[config.mk]
export PLATFORM = sky130hd
export DESIGN_NAME = keypad_calculator_controller
export DESIGN_NICKNAME = d
export VERILOG_FILES = /design/src/rtl/kcc_pkg.sv /design/src/rtl/kcc_front.sv /design/src/rtl/kcc_queue.sv /design/src/rtl/kcc_back.sv /design/src/rtl/keypad_calculator_controller.sv
export SDC_FILE = /design/constraint.sdc
export NUM_CORES = 1
export LEC_CHECK = 0
export ABC_AREA = 1
export BUFFER_PORTS_ARGS = -buffer_cell sky130_fd_sc_hd__buf_2
export CAP_MARGIN = 20
export CELL_PAD_IN_SITES_DETAIL_PLACEMENT = 0
export CELL_PAD_IN_SITES_GLOBAL_PLACEMENT = 1
export CORE_ASPECT_RATIO = 1.4
export CORE_MARGIN = 10
export CORE_UTILIZATION = 52
export DETAILED_ROUTE_END_ITERATION = 12
export PLACE_DENSITY = 0.89
export SLEW_MARGIN = 20
export SYNTH_ARGS = -nofsm -noshare
export SYNTH_HDL_FRONTEND = slang
export SYNTH_HIERARCHICAL = 1
export SYNTH_SLANG_ARGS = --single-unit
[constraint.sdc]
create_clock -name i_clk -period 10.6 [get_ports i_clk]
set_clock_uncertainty 0.1 [all_clocks]
set_input_delay 0.53 -clock i_clk [delete_from_list [all_inputs] [get_ports i_clk]]
set_output_delay 0.53 -clock i_clk [all_outputs]
set_load 0.01 [all_outputs]
[src/rtl/kcc_pkg.sv]
// Shared types, key codes and widths for the keypad calculator controller.
package kcc_pkg;

    localparam int DATA_WIDTH = 16;
    localparam int CNT_W      = $clog2(DATA_WIDTH + 1);
    localparam int RES_W      = 16;
    localparam int KEY_W      = 8;
    localparam int DIGIT_W    = 4;
    localparam int QDEPTH     = 2;
    localparam int QAW        = $clog2(QDEPTH);
    localparam int QCW        = $clog2(QDEPTH + 1);
    localparam int OUT_BITS   = 28;
    localparam int OUT_TDATA  = 32;

    localparam logic [KEY_W-1:0] KEY_NONE    = 8'h3F;
    localparam logic [KEY_W-1:0] KEY_RESTART = 8'h40;
    localparam logic [KEY_W-1:0] KEY_EQUALS  = 8'h3D;
    localparam logic [KEY_W-1:0] KEY_ZERO    = 8'h30;
    localparam logic [KEY_W-1:0] KEY_NINE    = 8'h39;
    localparam logic [KEY_W-1:0] KEY_PLUS    = 8'h2B;
    localparam logic [KEY_W-1:0] KEY_MINUS   = 8'h2D;
    localparam logic [KEY_W-1:0] KEY_TIMES   = 8'h2A;
    localparam logic [KEY_W-1:0] KEY_DIVIDE  = 8'h2F;

    typedef enum logic [2:0] {
        K_NONE,
        K_RESTART,
        K_DIGIT,
        K_OPER,
        K_EQUALS,
        K_OTHER
    } t_kind;

    typedef enum logic [2:0] {
        OP_NONE = 3'd0,
        OP_ADD  = 3'd1,
        OP_SUB  = 3'd2,
        OP_MUL  = 3'd3,
        OP_DIV  = 3'd4
    } t_op;

    typedef enum logic [1:0] {
        ST_IDLE,
        ST_DIV,
        ST_FIN
    } t_state;

    typedef struct packed {
        t_kind              kind;
        t_op                op;
        logic [DIGIT_W-1:0] digit;
        logic [KEY_W-1:0]   key;
    } t_cmd;

    // first member sits in the high bits: echo_valid ends up at bit 0
    typedef struct packed {
        logic               clear_screen;
        logic               div_zero;
        logic [RES_W-1:0]   result_value;
        logic               result_valid;
        logic [KEY_W-1:0]   echo_char;
        logic               echo_valid;
    } t_res;

endpackage

[src/rtl/kcc_front.sv]
// Front end: takes key requests and classifies them into commands for the queue.
module kcc_front (
    input  logic                        i_clk,
    input  logic                        i_rst_n,
    input  logic                        i_s_axis_tvalid,
    output logic                        o_s_axis_tready,
    input  logic [kcc_pkg::KEY_W-1:0]   i_s_axis_tdata,   // [7:0] key
    input  logic                        i_q_full,
    output logic                        o_q_push,
    output kcc_pkg::t_cmd               o_q_data
);

    kcc_pkg::t_cmd cmd;
    logic          r_seen;

    always_comb begin
        cmd       = '0;
        cmd.key   = i_s_axis_tdata;
        cmd.op    = kcc_pkg::OP_NONE;
        cmd.digit = '0;
        unique case (i_s_axis_tdata) inside
            kcc_pkg::KEY_NONE:    cmd.kind = kcc_pkg::K_NONE;
            kcc_pkg::KEY_RESTART: cmd.kind = kcc_pkg::K_RESTART;
            kcc_pkg::KEY_EQUALS:  cmd.kind = kcc_pkg::K_EQUALS;
            kcc_pkg::KEY_PLUS: begin
                cmd.kind = kcc_pkg::K_OPER;
                cmd.op   = kcc_pkg::OP_ADD;
            end
            kcc_pkg::KEY_MINUS: begin
                cmd.kind = kcc_pkg::K_OPER;
                cmd.op   = kcc_pkg::OP_SUB;
            end
            kcc_pkg::KEY_TIMES: begin
                cmd.kind = kcc_pkg::K_OPER;
                cmd.op   = kcc_pkg::OP_MUL;
            end
            kcc_pkg::KEY_DIVIDE: begin
                cmd.kind = kcc_pkg::K_OPER;
                cmd.op   = kcc_pkg::OP_DIV;
            end
            [kcc_pkg::KEY_ZERO:kcc_pkg::KEY_NINE]: begin
                cmd.kind  = kcc_pkg::K_DIGIT;
                cmd.digit = kcc_pkg::DIGIT_W'(i_s_axis_tdata - kcc_pkg::KEY_ZERO);
            end
            default: cmd.kind = kcc_pkg::K_OTHER;
        endcase
    end

    assign o_s_axis_tready = !i_q_full;
    assign o_q_push        = i_s_axis_tvalid && !i_q_full;
    assign o_q_data        = cmd;

    // sticky flag for the first request after reset
    always_ff @(posedge i_clk) begin
        if (!i_rst_n) begin
            r_seen <= 1'b0;
        end else if (o_q_push) begin
            r_seen <= 1'b1;
        end
    end

    first_push_after_reset_a: assert property (@(posedge i_clk) disable iff (!i_rst_n)
        (o_q_push && !r_seen) |=> r_seen)
        else $error("front: first request flag not set");

endmodule

[src/rtl/kcc_queue.sv]
// Short command queue between the front end and the execution back end.
module kcc_queue (
    input  logic            i_clk,
    input  logic            i_rst_n,
    input  logic            i_push,
    input  kcc_pkg::t_cmd   i_data,
    output logic            o_full,
    input  logic            i_pop,
    output logic            o_valid,
    output kcc_pkg::t_cmd   o_data
);

    kcc_pkg::t_cmd              r_mem [kcc_pkg::QDEPTH];
    logic [kcc_pkg::QAW-1:0]    r_wptr;
    logic [kcc_pkg::QAW-1:0]    r_rptr;
    logic [kcc_pkg::QCW-1:0]    r_count;
    logic                       do_push;
    logic                       do_pop;

    assign o_full  = (r_count == kcc_pkg::QCW'(kcc_pkg::QDEPTH));
    assign o_valid = (r_count != '0);
    assign o_data  = r_mem[r_rptr];
    assign do_push = i_push && !o_full;
    assign do_pop  = i_pop && o_valid;

    always_ff @(posedge i_clk) begin
        if (do_push) begin
            r_mem[r_wptr] <= i_data;
        end
    end

    always_ff @(posedge i_clk) begin
        if (!i_rst_n) begin
            r_wptr  <= '0;
            r_rptr  <= '0;
            r_count <= '0;
        end else begin
            if (do_push) begin
                r_wptr <= r_wptr + 1'b1;
            end
            if (do_pop) begin
                r_rptr <= r_rptr + 1'b1;
            end
            case ({do_push, do_pop})
                2'b10:   r_count <= r_count + 1'b1;
                2'b01:   r_count <= r_count - 1'b1;
                default: r_count <= r_count;
            endcase
        end
    end

endmodule

[src/rtl/kcc_back.sv]
// Back end: calculator state, arithmetic, iterative divider and output register.
module kcc_back (
    input  logic                            i_clk,
    input  logic                            i_rst_n,
    input  logic                            i_q_valid,
    input  kcc_pkg::t_cmd                   i_q_data,
    output logic                            o_q_pop,
    output logic                            o_m_axis_tvalid,
    input  logic                            i_m_axis_tready,
    output logic [kcc_pkg::OUT_TDATA-1:0]   o_m_axis_tdata
);

    localparam int W = kcc_pkg::DATA_WIDTH;

    kcc_pkg::t_state            r_state, n_state;
    logic [W-1:0]               r_first, n_first;
    logic [W-1:0]               r_second, n_second;
    kcc_pkg::t_op               r_op, n_op;
    logic                       r_awaiting, n_awaiting;
    logic [W-1:0]               r_rem, n_rem;
    logic [W-1:0]               r_quo, n_quo;
    logic [W-1:0]               r_dvs, n_dvs;
    logic                       r_neg, n_neg;
    logic [kcc_pkg::CNT_W-1:0]  r_cnt, n_cnt;
    kcc_pkg::t_res              r_out, n_out;
    logic                       r_out_valid;
    logic                       out_we;
    logic                       out_free;
    logic [W:0]                 rem_sh;
    logic [2*W-1:0]             prod;
    logic [W-1:0]               quo_signed;

    function automatic logic [W-1:0] mac10(logic [W-1:0] x, logic [kcc_pkg::DIGIT_W-1:0] d);
        return (x << 3) + (x << 1) + W'(d);
    endfunction

    function automatic logic [kcc_pkg::RES_W-1:0] to_res(logic [W-1:0] v);
        logic signed [31:0] t;
        t = 32'(signed'(v));
        return t[kcc_pkg::RES_W-1:0];
    endfunction

    assign out_free   = !r_out_valid || i_m_axis_tready;
    assign rem_sh     = {r_rem, r_quo[W-1]};
    assign prod       = (2*W)'(signed'(r_first) * signed'(r_second));
    assign quo_signed = r_neg ? (W'(0) - r_quo) : r_quo;

    always_comb begin
        n_state    = r_state;
        n_first    = r_first;
        n_second   = r_second;
        n_op       = r_op;
        n_awaiting = r_awaiting;
        n_rem      = r_rem;
        n_quo      = r_quo;
        n_dvs      = r_dvs;
        n_neg      = r_neg;
        n_cnt      = r_cnt;
        n_out      = r_out;
        out_we     = 1'b0;
        o_q_pop    = 1'b0;
        unique case (r_state)
            kcc_pkg::ST_IDLE: begin
                if (i_q_valid && out_free) begin
                    o_q_pop = 1'b1;
                    out_we  = 1'b1;
                    n_out   = '0;
                    if (i_q_data.kind == kcc_pkg::K_NONE) begin
                        n_out = '0;
                    end else if (r_awaiting) begin
                        if (i_q_data.kind == kcc_pkg::K_RESTART) begin
                            n_first            = '0;
                            n_second           = '0;
                            n_op               = kcc_pkg::OP_NONE;
                            n_awaiting         = 1'b0;
                            n_out.clear_screen = 1'b1;
                        end
                    end else begin
                        n_out.echo_valid = 1'b1;
                        n_out.echo_char  = i_q_data.key;
                        unique case (i_q_data.kind)
                            kcc_pkg::K_OPER: n_op = i_q_data.op;
                            kcc_pkg::K_DIGIT: begin
                                if (r_op == kcc_pkg::OP_NONE) begin
                                    n_first = mac10(r_first, i_q_data.digit);
                                end else begin
                                    n_second = mac10(r_second, i_q_data.digit);
                                end
                            end
                            kcc_pkg::K_EQUALS: begin
                                n_awaiting         = 1'b1;
                                n_out.result_valid = 1'b1;
                                unique case (r_op)
                                    kcc_pkg::OP_ADD:
                                        n_out.result_value = to_res(r_first + r_second);
                                    kcc_pkg::OP_SUB:
                                        n_out.result_value = to_res(r_first - r_second);
                                    kcc_pkg::OP_MUL:
                                        n_out.result_value = to_res(prod[W-1:0]);
                                    kcc_pkg::OP_DIV: begin
                                        if (r_second == '0) begin
                                            n_out.div_zero = 1'b1;
                                        end else begin
                                            out_we  = 1'b0;
                                            n_out   = r_out;
                                            n_rem   = '0;
                                            n_quo   = r_first[W-1] ? (W'(0) - r_first)
                                                                   : r_first;
                                            n_dvs   = r_second[W-1] ? (W'(0) - r_second)
                                                                    : r_second;
                                            n_neg   = r_first[W-1] ^ r_second[W-1];
                                            n_cnt   = kcc_pkg::CNT_W'(W);
                                            n_state = kcc_pkg::ST_DIV;
                                        end
                                    end
                                    default: n_out.result_value = '0;
                                endcase
                            end
                            default: ;
                        endcase
                    end
                end
            end
            kcc_pkg::ST_DIV: begin
                if (rem_sh >= {1'b0, r_dvs}) begin
                    n_rem = W'(rem_sh - {1'b0, r_dvs});
                    n_quo = {r_quo[W-2:0], 1'b1};
                end else begin
                    n_rem = rem_sh[W-1:0];
                    n_quo = {r_quo[W-2:0], 1'b0};
                end
                n_cnt = r_cnt - 1'b1;
                if (r_cnt == kcc_pkg::CNT_W'(1)) begin
                    n_state = kcc_pkg::ST_FIN;
                end
            end
            kcc_pkg::ST_FIN: begin
                if (out_free) begin
                    out_we             = 1'b1;
                    n_out              = '0;
                    n_out.echo_valid   = 1'b1;
                    n_out.echo_char    = kcc_pkg::KEY_EQUALS;
                    n_out.result_valid = 1'b1;
                    n_out.result_value = to_res(quo_signed);
                    n_state            = kcc_pkg::ST_IDLE;
                end
            end
            default: n_state = kcc_pkg::ST_IDLE;
        endcase
    end

    always_ff @(posedge i_clk) begin
        if (!i_rst_n) begin
            r_state     <= kcc_pkg::ST_IDLE;
            r_first     <= '0;
            r_second    <= '0;
            r_op        <= kcc_pkg::OP_NONE;
            r_awaiting  <= 1'b0;
            r_out_valid <= 1'b0;
        end else begin
            r_state     <= n_state;
            r_first     <= n_first;
            r_second    <= n_second;
            r_op        <= n_op;
            r_awaiting  <= n_awaiting;
            r_out_valid <= out_we || (r_out_valid && !i_m_axis_tready);
        end
    end

    always_ff @(posedge i_clk) begin
        r_rem <= n_rem;
        r_quo <= n_quo;
        r_dvs <= n_dvs;
        r_neg <= n_neg;
        r_cnt <= n_cnt;
        if (out_we) begin
            r_out <= n_out;
        end
    end

    assign o_m_axis_tvalid = r_out_valid;
    assign o_m_axis_tdata  = {(kcc_pkg::OUT_TDATA - kcc_pkg::OUT_BITS)'(0), r_out};

    no_pop_while_dividing_a: assert property (@(posedge i_clk) disable iff (!i_rst_n)
        (r_state != kcc_pkg::ST_IDLE) |-> !o_q_pop)
        else $error("back: queue popped while divider busy");

    divide_only_for_div_op_a: assert property (@(posedge i_clk) disable iff (!i_rst_n)
        (r_state != kcc_pkg::ST_IDLE) |-> (r_op == kcc_pkg::OP_DIV && r_awaiting))
        else $error("back: divider running without a stored divide");

    no_echo_while_waiting_a: assert property (@(posedge i_clk) disable iff (!i_rst_n)
        (out_we && r_awaiting && r_state == kcc_pkg::ST_IDLE) |-> !n_out.echo_valid)
        else $error("back: key echoed while waiting for restart");

    div_zero_gives_zero_a: assert property (@(posedge i_clk) disable iff (!i_rst_n)
        (r_out_valid && r_out.div_zero) |-> (r_out.result_valid && r_out.result_value == '0))
        else $error("back: division by zero with nonzero result");

    clear_resets_state_a: assert property (@(posedge i_clk) disable iff (!i_rst_n)
        (out_we && n_out.clear_screen) |=>
            (r_first == '0 && r_second == '0 && r_op == kcc_pkg::OP_NONE && !r_awaiting))
        else $error("back: restart did not clear calculator state");

endmodule

[src/rtl/keypad_calculator_controller.sv]
// Four-function keypad calculator controller: top level.
//
// Input stream: one request per key press, tdata[7:0] is the ASCII key code.
// Output stream: exactly one result request per key request, in order.
// '?' (no key) and keys ignored while waiting for restart give an all-zero result.
// The front end classifies keys into a two-entry queue; the back end holds the
// operands, the stored operator and the restart flag, and owns a registered output.
// A key request passes through the queue entry and then the output register; '=' with
// a nonzero divisor under a stored divide also runs the one-bit-per-cycle restoring
// divider (ST_DIV) and then ST_FIN before its result is written.
// One key per cycle when the output is taken every cycle, but the divider blocks
// the back end while it runs.
// Reset (synchronous, active low) clears operands, operator, restart flag, queue
// and output valid. When the receiver stalls, the output holds, the back end stops,
// the queue fills, and the input tready drops once two commands are pending.
module keypad_calculator_controller (
    input  logic                            i_clk,
    input  logic                            i_rst_n,
    input  logic                            i_s_axis_tvalid,
    output logic                            o_s_axis_tready,
    input  logic [kcc_pkg::KEY_W-1:0]       i_s_axis_tdata,   // [7:0] key
    output logic                            o_m_axis_tvalid,
    input  logic                            i_m_axis_tready,
    // [0] echo_valid, [8:1] echo_char, [9] result_valid, [25:10] result_value,
    // [26] div_zero, [27] clear_screen, [31:28] zero
    output logic [kcc_pkg::OUT_TDATA-1:0]   o_m_axis_tdata
);

    logic           q_push;
    logic           q_full;
    logic           q_pop;
    logic           q_valid;
    kcc_pkg::t_cmd  q_wdata;
    kcc_pkg::t_cmd  q_rdata;

    kcc_front u_front (
        .i_clk           (i_clk),
        .i_rst_n         (i_rst_n),
        .i_s_axis_tvalid (i_s_axis_tvalid),
        .o_s_axis_tready (o_s_axis_tready),
        .i_s_axis_tdata  (i_s_axis_tdata),
        .i_q_full        (q_full),
        .o_q_push        (q_push),
        .o_q_data        (q_wdata)
    );

    kcc_queue u_queue (
        .i_clk   (i_clk),
        .i_rst_n (i_rst_n),
        .i_push  (q_push),
        .i_data  (q_wdata),
        .o_full  (q_full),
        .i_pop   (q_pop),
        .o_valid (q_valid),
        .o_data  (q_rdata)
    );

    kcc_back u_back (
        .i_clk           (i_clk),
        .i_rst_n         (i_rst_n),
        .i_q_valid       (q_valid),
        .i_q_data        (q_rdata),
        .o_q_pop         (q_pop),
        .o_m_axis_tvalid (o_m_axis_tvalid),
        .i_m_axis_tready (i_m_axis_tready),
        .o_m_axis_tdata  (o_m_axis_tdata)
    );

endmodule

Word-level counts from Yosys, hierarchy flattened:

Memories as Yosys holds them, arrays and structs flattened. A register that Yosys moved wholly into a read port is not among the register bits.
Cells that the tools add are included.

* bits in registers: 125
* bits in writable memories: 36
* input port bits: 12
* output and inout port bits: 34
* word-level logic and storage cells: 189
* memories kept: 1

* $add $sub $neg: 16
* $mul: 1
* $lt $le $gt $ge: 3
* equality and inequality tests: 32
* multiplexer cells: 80
* bitwise logic cells: 4
* reductions and logical operators: 31

Memories
* u_queue.r_mem: depth 2, bits a word 18, read ports 1, clocked after Yosys merged registers in 1, write ports 1, line kcc_queue.sv:13 `kcc_pkg::t_cmd r_mem [kcc_pkg::QDEPTH];`

Operators with widths (number)
* $mux 16: 22
* $mux 28: 4
* $pmux 16 s2: 2
* $pmux 16 s4: 1
* $pmux 28 s2: 1
* $add 16x16->16: 3
* $eq 8x6->1 const B: 6
* $sub 1x16->16 const A: 3
* $add 16x4->16: 2
* $sub 16x16->16: 2
* $mux 5: 6
* $mux 27: 1
* $mux 26: 1
* $mux 1: 21
* $mux 2: 9
* $ge 17x16->1: 1
* $logic_not 16->1: 1
* $mul 16x16->16: 1
* $mux 15: 1
* $pmux 3 s5: 1
* $reduce_and 7->1: 2
* $reduce_bool 2->1: 7
* $eq 3x2->1 const B: 4
* $ne 2x2->1 const B: 6
* other kinds (35): 59

Longest topological paths before layout:

Gate-level depths: netlist of the first run.

* word-level depth: 9
* gate-level depth with buffers: 33
* depth with buffers taken out: 31

Modules after synthesis:

Netlist of the first run, hierarchy kept.

Modules (own cells, without submodules)
* kcc_back: instances 1, cells each 1969, area an instance 14163.6 um2, sequential area each 3243.1 um2
* kcc_queue: instances 1, cells each 94, area an instance 1597.8 um2, sequential area each 1181.1 um2
* kcc_front: instances 1, cells each 75, area an instance 360.3 um2, sequential area each 0.0 um2

Least setup slack after synthesis of the first run:

No wires, ideal clock.

* kind: reg2reg
* from: register u_back.r_second[6]
* to: register u_back.r_out (netlist bit u_back/o_m_axis_tdata[23]) (data pin)
* library setup time: 0.256 ns
* data arrival time: 5.125 ns
* data required time: 10.244 ns
* path slack: 5.119 ns
* cell stages (with the launch flop): 27
* path buffers: 2
* period minus slack after synthesis: 5.481 ns
* path through: dfxtp_1 -> clkbuf_1 -> buf_1 -> nand2_1 -> inv_1 -> fa_1 -> inv_1 -> fa_1 -> fa_1 -> inv_1 -> ha_1 -> fa_1 -> inv_1 -> fa_1 -> inv_1 -> ha_1 -> nand2_1 -> o21ai_0 -> inv_1 -> nand2_1 -> nand2_1 -> a21oi_1 -> o21ai_0 -> nand2_1 -> o22ai_1 -> nand2_1 -> nand2_1

RTL lines
* from (decl): line kcc_back.sv:17 `logic [W-1:0] r_second, n_second;`
* from (signal assigned): line kcc_back.sv:163 `r_second <= n_second;`
* to (signal assigned): line kcc_back.sv:177 `r_out <= n_out;`
* to (decl): line kcc_back.sv:25 `kcc_pkg::t_res r_out, n_out;`

==> flow_summary_export.csv, run 1 <==
group,metric,value,unit
timing,rsz0062_at_grt,"no",
route,drc,0,
global_route,antenna_found_initial,0,
logic_synthesis,ys_dominant_reg_cell,"edfxtp_1",
cells_and_area,drive_above_1_share,0.0874,
floorplan,initial_core_util,0.525,
setup_path,path_class,"flop to flop",
timing,timing.fmax,0.162,GHz
route,via_per_inst,5.43,
route,num_vias,13787,
global_route,grt_pass1_vias,13866,
global_route,track_usage,0.234,
timing,slew_headroom,0.293,
floorplan,die_w,169,um
clocking,clock_sinks,162,
logic_synthesis,netlist_instances,2138,
timing,worst_pin_slew,1.06,ns
clocking,postCtsSetupBuffers,0,
global_route,grt_max_degree,41,
logic_synthesis,synth-edff-count,118,
clocking,ctsResizeCount,0,
timing,period_minus_slack,6.19,ns
logic_synthesis,ys_ff_latch,162,
setup_path,cpMaxStageDelayCell,"dfxtp_1",
timing,slew_viol_final,0,
place,dp_hpwl,34600,um
worst_hold_path,hp-class,"input port to flop",
logic_synthesis,netlist_top_cells_area,"edfxtp_1, nand2_1, ha_1",
logic_synthesis,ys_seq_area_frac,0.274,
floorplan,rows,76,
setup_path,cpMostUsedCell,"nand2_1",
route,drtPass1Iterations,5,
route,ant_nets,0,
place,portBuffers,41,
route,drt_iter0_drc,1025,
global_route,overflow,0,
setup_path,timing.critical_path.buf_inv,4,
logic_synthesis,synth_top_cell_by_area,"edfxtp_1",
clocking,cts_buffers,17,
logic_synthesis,ys_types,68,
setup_path,critPathRequiredTime,10.66,ns
logic_synthesis,async_flop_share,0,
setup_path,arrival,6.25,ns
timing,hold_viol,0,
power_and_ir_drop,ir_drop,0.120,mV
run_status,status,"completed",
route,wl_per_cell,17.6,um
setup_path,start_kind,"flop",
clocking,holdBufCountCts,0,
timing,fin_crit_sh,0.584,
run,maxCapViolations,0,
global_route,grt_pass1_wl,72100,um
timing,setup_viol,0,
clocking,clock-root-buffer,"clkbuf_16",
place,gp_congestion,0.949,
clocking,cts.path.max_buffers,2,
setup_path,cpPeakStageDelay,1.00,ns
logic_synthesis,yosys_warnings,6,
power_and_ir_drop,power_density,152,nW/um^2
cells_and_area,area_delta_synth_final,6.36,%
setup_path,crit_path_cell_trace,"nand2_1 -> fa_1 -> fa_1 -> fa_1 -> inv_1 -> ha_1 -> fa_1 -> inv_1 -> fa_1 -> inv_1 -> ha_1 -> nand2_1 -> o21ai_0 -> inv_1 -> nand2_1 -> nand2_1 -> a21oi_1 -> o21ai_0 -> nand2_1 -> o22ai_1 -> nand2_1 -> nand2_1",
timing,setup-tns-final,0,ns
clocking,htreeDepth,4,
setup_path,crit_fanout,17,
floorplan,core,30700,um^2
cells_and_area,antenna_cells,0,
clocking,clock_latency,0.44,ns
logic_synthesis,synth_top_area_share,0.220,
power_and_ir_drop,leakage,0.00870,uW
route,totalWireLength,44700,um
cells_and_area,nFillCells,2904,
floorplan,die_h,228,um
logic_synthesis,syn_area,16100,um^2
cells_and_area,nets,2386,
setup_path,endpoint_kind,"flop",
clocking,clkTransAtPathRegs,0.08,ns
floorplan,die_area,38500,um^2
logic_synthesis,postSynthAreaPerCell,7.54,um^2
floorplan,ios,46,
setup_path,cp_top_family,"adder cells",
timing,holdWs,0.230,ns
clocking,cts_tree,"yes",
==> cell type report <==
class                           instances  area, um^2  area share
Clock buffer                           17         425      0.0248
Clock inverter                         15         178      0.0104
Inverter                              402        1510      0.0881
Multi-Input combinational cell       1497        9770       0.570
Sequential cell                       162        4430       0.258
Tap cell                              390         488      0.0285
Timing Repair Buffer                   58         353      0.0206
==> kinds of logic (layout without fill, tap and decap cells) <==
| group | after synthesis | after routing | synth area share |
|---|---|---|---|
| simple gates | 869 | 869 | 0.230 |
| buf+inv | 482 | 492 | 0.121 |
| compound gates | 326 | 326 | 0.112 |
| fa+ha+maj | 236 | 236 | 0.223 |
| flops | 162 | 162 | 0.274 |
| xor+xnor | 44 | 44 | 0.0244 |
| mux | 18 | 18 | 0.0149 |
| other cells | 1 | 4 | 0.000233 |
==> final timing paths <==
path                                         from                        end  slack (ns)  cells past startpoint
worst max-delay path            u_back/r_first[7]  u_back/o_m_axis_tdata[23]        4.41                     22
worst min-delay path            i_s_axis_tdata[5]        u_queue/r_mem[0][5]        0.23                      1
worst max register to register  u_back/r_first[7]  u_back/o_m_axis_tdata[23]        4.41                     22
worst min register to register     u_queue/r_rptr             u_queue/r_rptr        0.39                      2
==> cells in the mapped netlist, types with 6 or more instances <==
library cell  instances
nand2_1             533
inv_1               383
nor2_1              154
ha_1                151
a21oi_1             140
edfxtp_1            118
o21ai_0             108
nand3_1              88
fa_1                 85
dfxtp_1              44
clkbuf_1             36
xor2_1               26
nor3_1               18
o21ai_1              18
buf_2                17
xnor2_1              17
buf_4                14
inv_2                14
nand2_2              14
or2_2                11
mux2_4               10
nand4_1               9
mux2_2                8
nor2_2                8
a31oi_1               7
o22ai_1               7
nand3b_1              6
nor4_1                6
==> worst reg2reg max path, delay by kind of cell, from the launching register on <==
| kind | cells | cell delay [ns] |
|---|---|---|
| AO/OA/AOI/OAI | 4 | 0.66 |
| adder cells (fa/ha/maj) | 7 | 3.29 |
| buffers and inverters | 4 | 0.20 |
| flip-flops | 1 | 1.00 |
| AND/OR/NAND/NOR | 7 | 0.66 |
==> cell usage in the layout, fill, tap and decap left out, types with 16 or more instances in the layout <==
master	netlist	routed
nand2_1	533	533
inv_1	383	383
nor2_1	154	152
ha_1	151	151
a21oi_1	140	140
edfxtp_1	118	118
o21ai_0	108	108
nand3_1	88	88
fa_1	85	85
dfxtp_1	44	43
buf_2	17	41
xor2_1	26	26
o21ai_1	18	18
nor3_1	18	18
clkbuf_16	0	17
xnor2_1	17	17
buf_4	14	16
==> routing by layer <==
metal	wire length, um	part of all wire	GRT usage
met1	17200	0.39	0.261
met2	23200	0.52	0.424
met3	1950	0.044	0.0268
met4	2290	0.051	0.116
met5	0	0	0
==> through the flow <==
step / setup WS [ns] / area (um^2) / utilization / power [uW] / std cells
2_1_floorplan: 5.12 / 16100 / - / 1660 / 2141
3_3_place_gp: 4.52 / 16500 / 0.538 / 1960 / 2508
3_5_place_dp: 4.46 / 16500 / 0.538 / 1980 / 2508
4_1_cts: 4.43 / 17100 / 0.557 / 2610 / 2540
5_1_grt: 4.08 / 17100 / 0.558 / 2780 / 2541
6_report: 4.41 / 17100 / 0.558 / 2600 / 2541
==> report_power, final <==
part / switching, uW / total [uW] / internal [uW]
registers: 92.9 / 902 / 809
logic: 705 / 1070 / 365
clock network: 310 / 632 / 321
==> sequential cells by signal, summed over array words and instances (netlist names), 5 cells and up, named ones only <==
signal / flops
u_back/r_first: 16
u_back/r_rem: 16
u_back/o_m_axis_tdata: 28
u_back/r_quo: 16
u_back/r_dvs: 16
u_back/r_cnt: 5
u_back/r_second: 16
u_queue/r_mem: 36
Power figures use the tool's default switching activity.
==> run 2, diff against run 1 <==
--- a/config.mk
+++ b/config.mk
@@ -12,9 +12,9 @@
 export CELL_PAD_IN_SITES_GLOBAL_PLACEMENT = 1
 export CORE_ASPECT_RATIO = 1.4
 export CORE_MARGIN = 10
-export CORE_UTILIZATION = 52
+export CORE_UTILIZATION = 48
 export DETAILED_ROUTE_END_ITERATION = 12
-export PLACE_DENSITY = 0.89
+export PLACE_DENSITY = 0.83
 export SLEW_MARGIN = 20
 export SYNTH_ARGS = -nofsm -noshare
 export SYNTH_HDL_FRONTEND = slang
==> constraint.sdc (replaced) <==
create_clock -name i_clk -period 6.2 [get_ports i_clk]
set_clock_uncertainty 0.1 [all_clocks]
set_input_delay 0.31 -clock i_clk [delete_from_list [all_inputs] [get_ports i_clk]]
set_output_delay 0.31 -clock i_clk [all_outputs]
set_load 0.01 [all_outputs]
==> run 2 against run 1 <==
Against the previous run: first-iteration DRC count shrank 13%; final area up 1.5%; combinational power grew 74%; largest power group unchanged; critical path type unchanged; hold slack worse by 0.21 ns; clock power rose by 80%; critical endpoint is now u_back/o_m_axis_tdata[24]; largest cell class unchanged.
==> flow_summary_export.csv, run 2 (synthesis gave the netlist of run 1 again) <==
group,metric,value,unit
run_status,status,"completed",
global_route,grt_pass1_vias,14012,
cells_and_area,largest_reg_flops,36,
timing,fin_crit_sh,0.931,
power_and_ir_drop,comb_power_share,0.411,
power_and_ir_drop,leakage,0.00883,uW
clocking,clock_sinks,162,
place,portBuffers,41,
power_and_ir_drop,p_clk_frac,0.252,
global_route,track_usage,0.218,
floorplan,ios,46,
cells_and_area,layout_common_cells,"nand2_1, inv_1, nor2_1",
cells_and_area,antenna_cells,0,
timing,rsz0062_at_grt,"no",
place,postPlaceCellArea,16700,um^2
floorplan,die_area,41400,um^2
power_and_ir_drop,share_seq_of_total_power,0.336,
route,wl_per_cell,17.1,um
setup_path,start_kind,"flop",
clocking,cts_tree,"yes",
floorplan,rows,79,
cells_and_area,area_delta_synth_final,7.99,%
clocking,clock-root-buffer,"clkbuf_16",
route,drc,0,
timing,period_minus_slack,5.78,ns
route,ant_nets,0,
worst_hold_path,hp-class,"input port to flop",
timing,hold_viol,0,
cells_and_area,nFillCells,3279,
global_route,grt_pass1_wl,71800,um
floorplan,core,33200,um^2
power_and_ir_drop,power_density,260,nW/um^2
cells_and_area,largest-register,"u_queue/r_mem",
timing,slew_headroom,0.326,
timing,slew_viol_final,0,
route,drt_iter0_drc,895,
setup_path,cpPeakStageDelay,0.57,ns
clocking,clock_latency,0.44,ns
cells_and_area,nets,2407,
cells_and_area,drive_above_1_share,0.0958,
floorplan,die_h,237,um
clocking,cts.path.max_buffers,2,
global_route,antenna_found_initial,0,
setup_path,path_class,"flop to flop",
setup_path,crit_path_cell_trace,"nand2_1 -> inv_1 -> fa_1 -> inv_1 -> fa_1 -> inv_1 -> fa_1 -> fa_1 -> fa_1 -> inv_1 -> fa_1 -> inv_1 -> ha_1 -> nand2_1 -> nor2_1 -> nand3_1 -> o2111ai_1 -> a21oi_1 -> o21ai_0 -> nand2_1 -> nand2_1 -> o21ai_0",
power_and_ir_drop,sw_frac_of_total,0.416,
clocking,holdBufCountCts,0,
place,dp_hpwl,36100,um
timing,setup_viol,0,
setup_path,endpoint_kind,"flop",
clocking,clkTransAtPathRegs,0.07,ns
timing,holdWs,0.0238,ns
power_and_ir_drop,ir_drop,0.201,mV
clocking,postCtsSetupBuffers,0,
floorplan,initial_core_util,0.485,
setup_path,cpMaxStageDelayCell,"fa_1",
cells_and_area,fin_area,17400,um^2
route,via_per_inst,5.26,
global_route,grt_max_degree,42,
run,maxCapViolations,0,
route,num_vias,13767,
timing,setup-tns-final,0,ns
cells_and_area,final_common_cell,"nand2_1",
timing,timing.fmax,0.173,GHz
setup_path,crit_fanout,14,
setup_path,critPathRequiredTime,6.27,ns
setup_path,arrival,5.85,ns
clocking,cts_buffers,17,
floorplan,die_w,175,um
timing,worst_pin_slew,1.01,ns
power_and_ir_drop,p_switching,1880,uW
power_and_ir_drop,p_int,2640,uW
route,drtPass1Iterations,6,
clocking,ctsResizeCount,0,
clocking,htreeDepth,4,
route,totalWireLength,44700,um
place,gp_congestion,0.918,
global_route,overflow,0,
setup_path,cpMostUsedCell,"fa_1",
==> run 2: power by group through the flow <==
stage               Clock, uW  Combinational [uW]  Sequential, uW
global placement            0                1820            1540
floorplan                   0                1310            1520
CTS                      1160                1850            1530
detailed placement          0                1840            1550
finish                   1140                1860            1520
global route             1210                2080            1540
==> run 2: worst paths after layout <==
path,endpoint,from,slack [ns],cells after the start
max reg2reg,u_back/o_m_axis_tdata[24],u_back/r_second[6],0.42,22
max,u_back/o_m_axis_tdata[24],u_back/r_second[6],0.42,22
min,u_queue/r_mem[0][5],i_s_axis_tdata[5],0.02,1
min reg2reg,flop,u_queue/r_rptr,0.39,2
==> run 2: metrics by stage <==
| stage | util | setup WS [ns] | total power, uW | std cells |
|---|---|---|---|---|
| floorplan | - | 0.719 | 2830 | 2141 |
| global placement | 0.504 | 0.547 | 3370 | 2584 |
| detailed placement | 0.504 | 0.454 | 3390 | 2584 |
| CTS | 0.523 | 0.440 | 4530 | 2616 |
| global route | 0.524 | 0.0643 | 4840 | 2617 |
| finish | 0.524 | 0.425 | 4520 | 2617 |
==> run 2: layout make-up <==
class	count	area, um^2	share of cell area
multi-input cells	1497	9770	0.561
well taps	445	557	0.0320
repair buffers	79	510	0.0293
clock buffers	17	425	0.0244
inverters	402	1510	0.0867
flip-flops and latches	162	4420	0.254
clock inverters	15	215	0.0124
==> run 2: worst max-delay path, delay by kind of cell (launching register included) <==
family / cells / cell delay (ns)
buffers and inverters: 5 / 0.28
and+or+nand+nor: 6 / 0.65
AOI/OAI and AO/OA: 4 / 0.45
adders and majority gates: 7 / 3.50
DFF: 1 / 0.52
==> run 2: routing by layer <==
metal,track usage,part of all wire
met1,0.233,0.39
met2,0.405,0.52
met3,0.0247,0.034
met4,0.122,0.057
met5,0,0
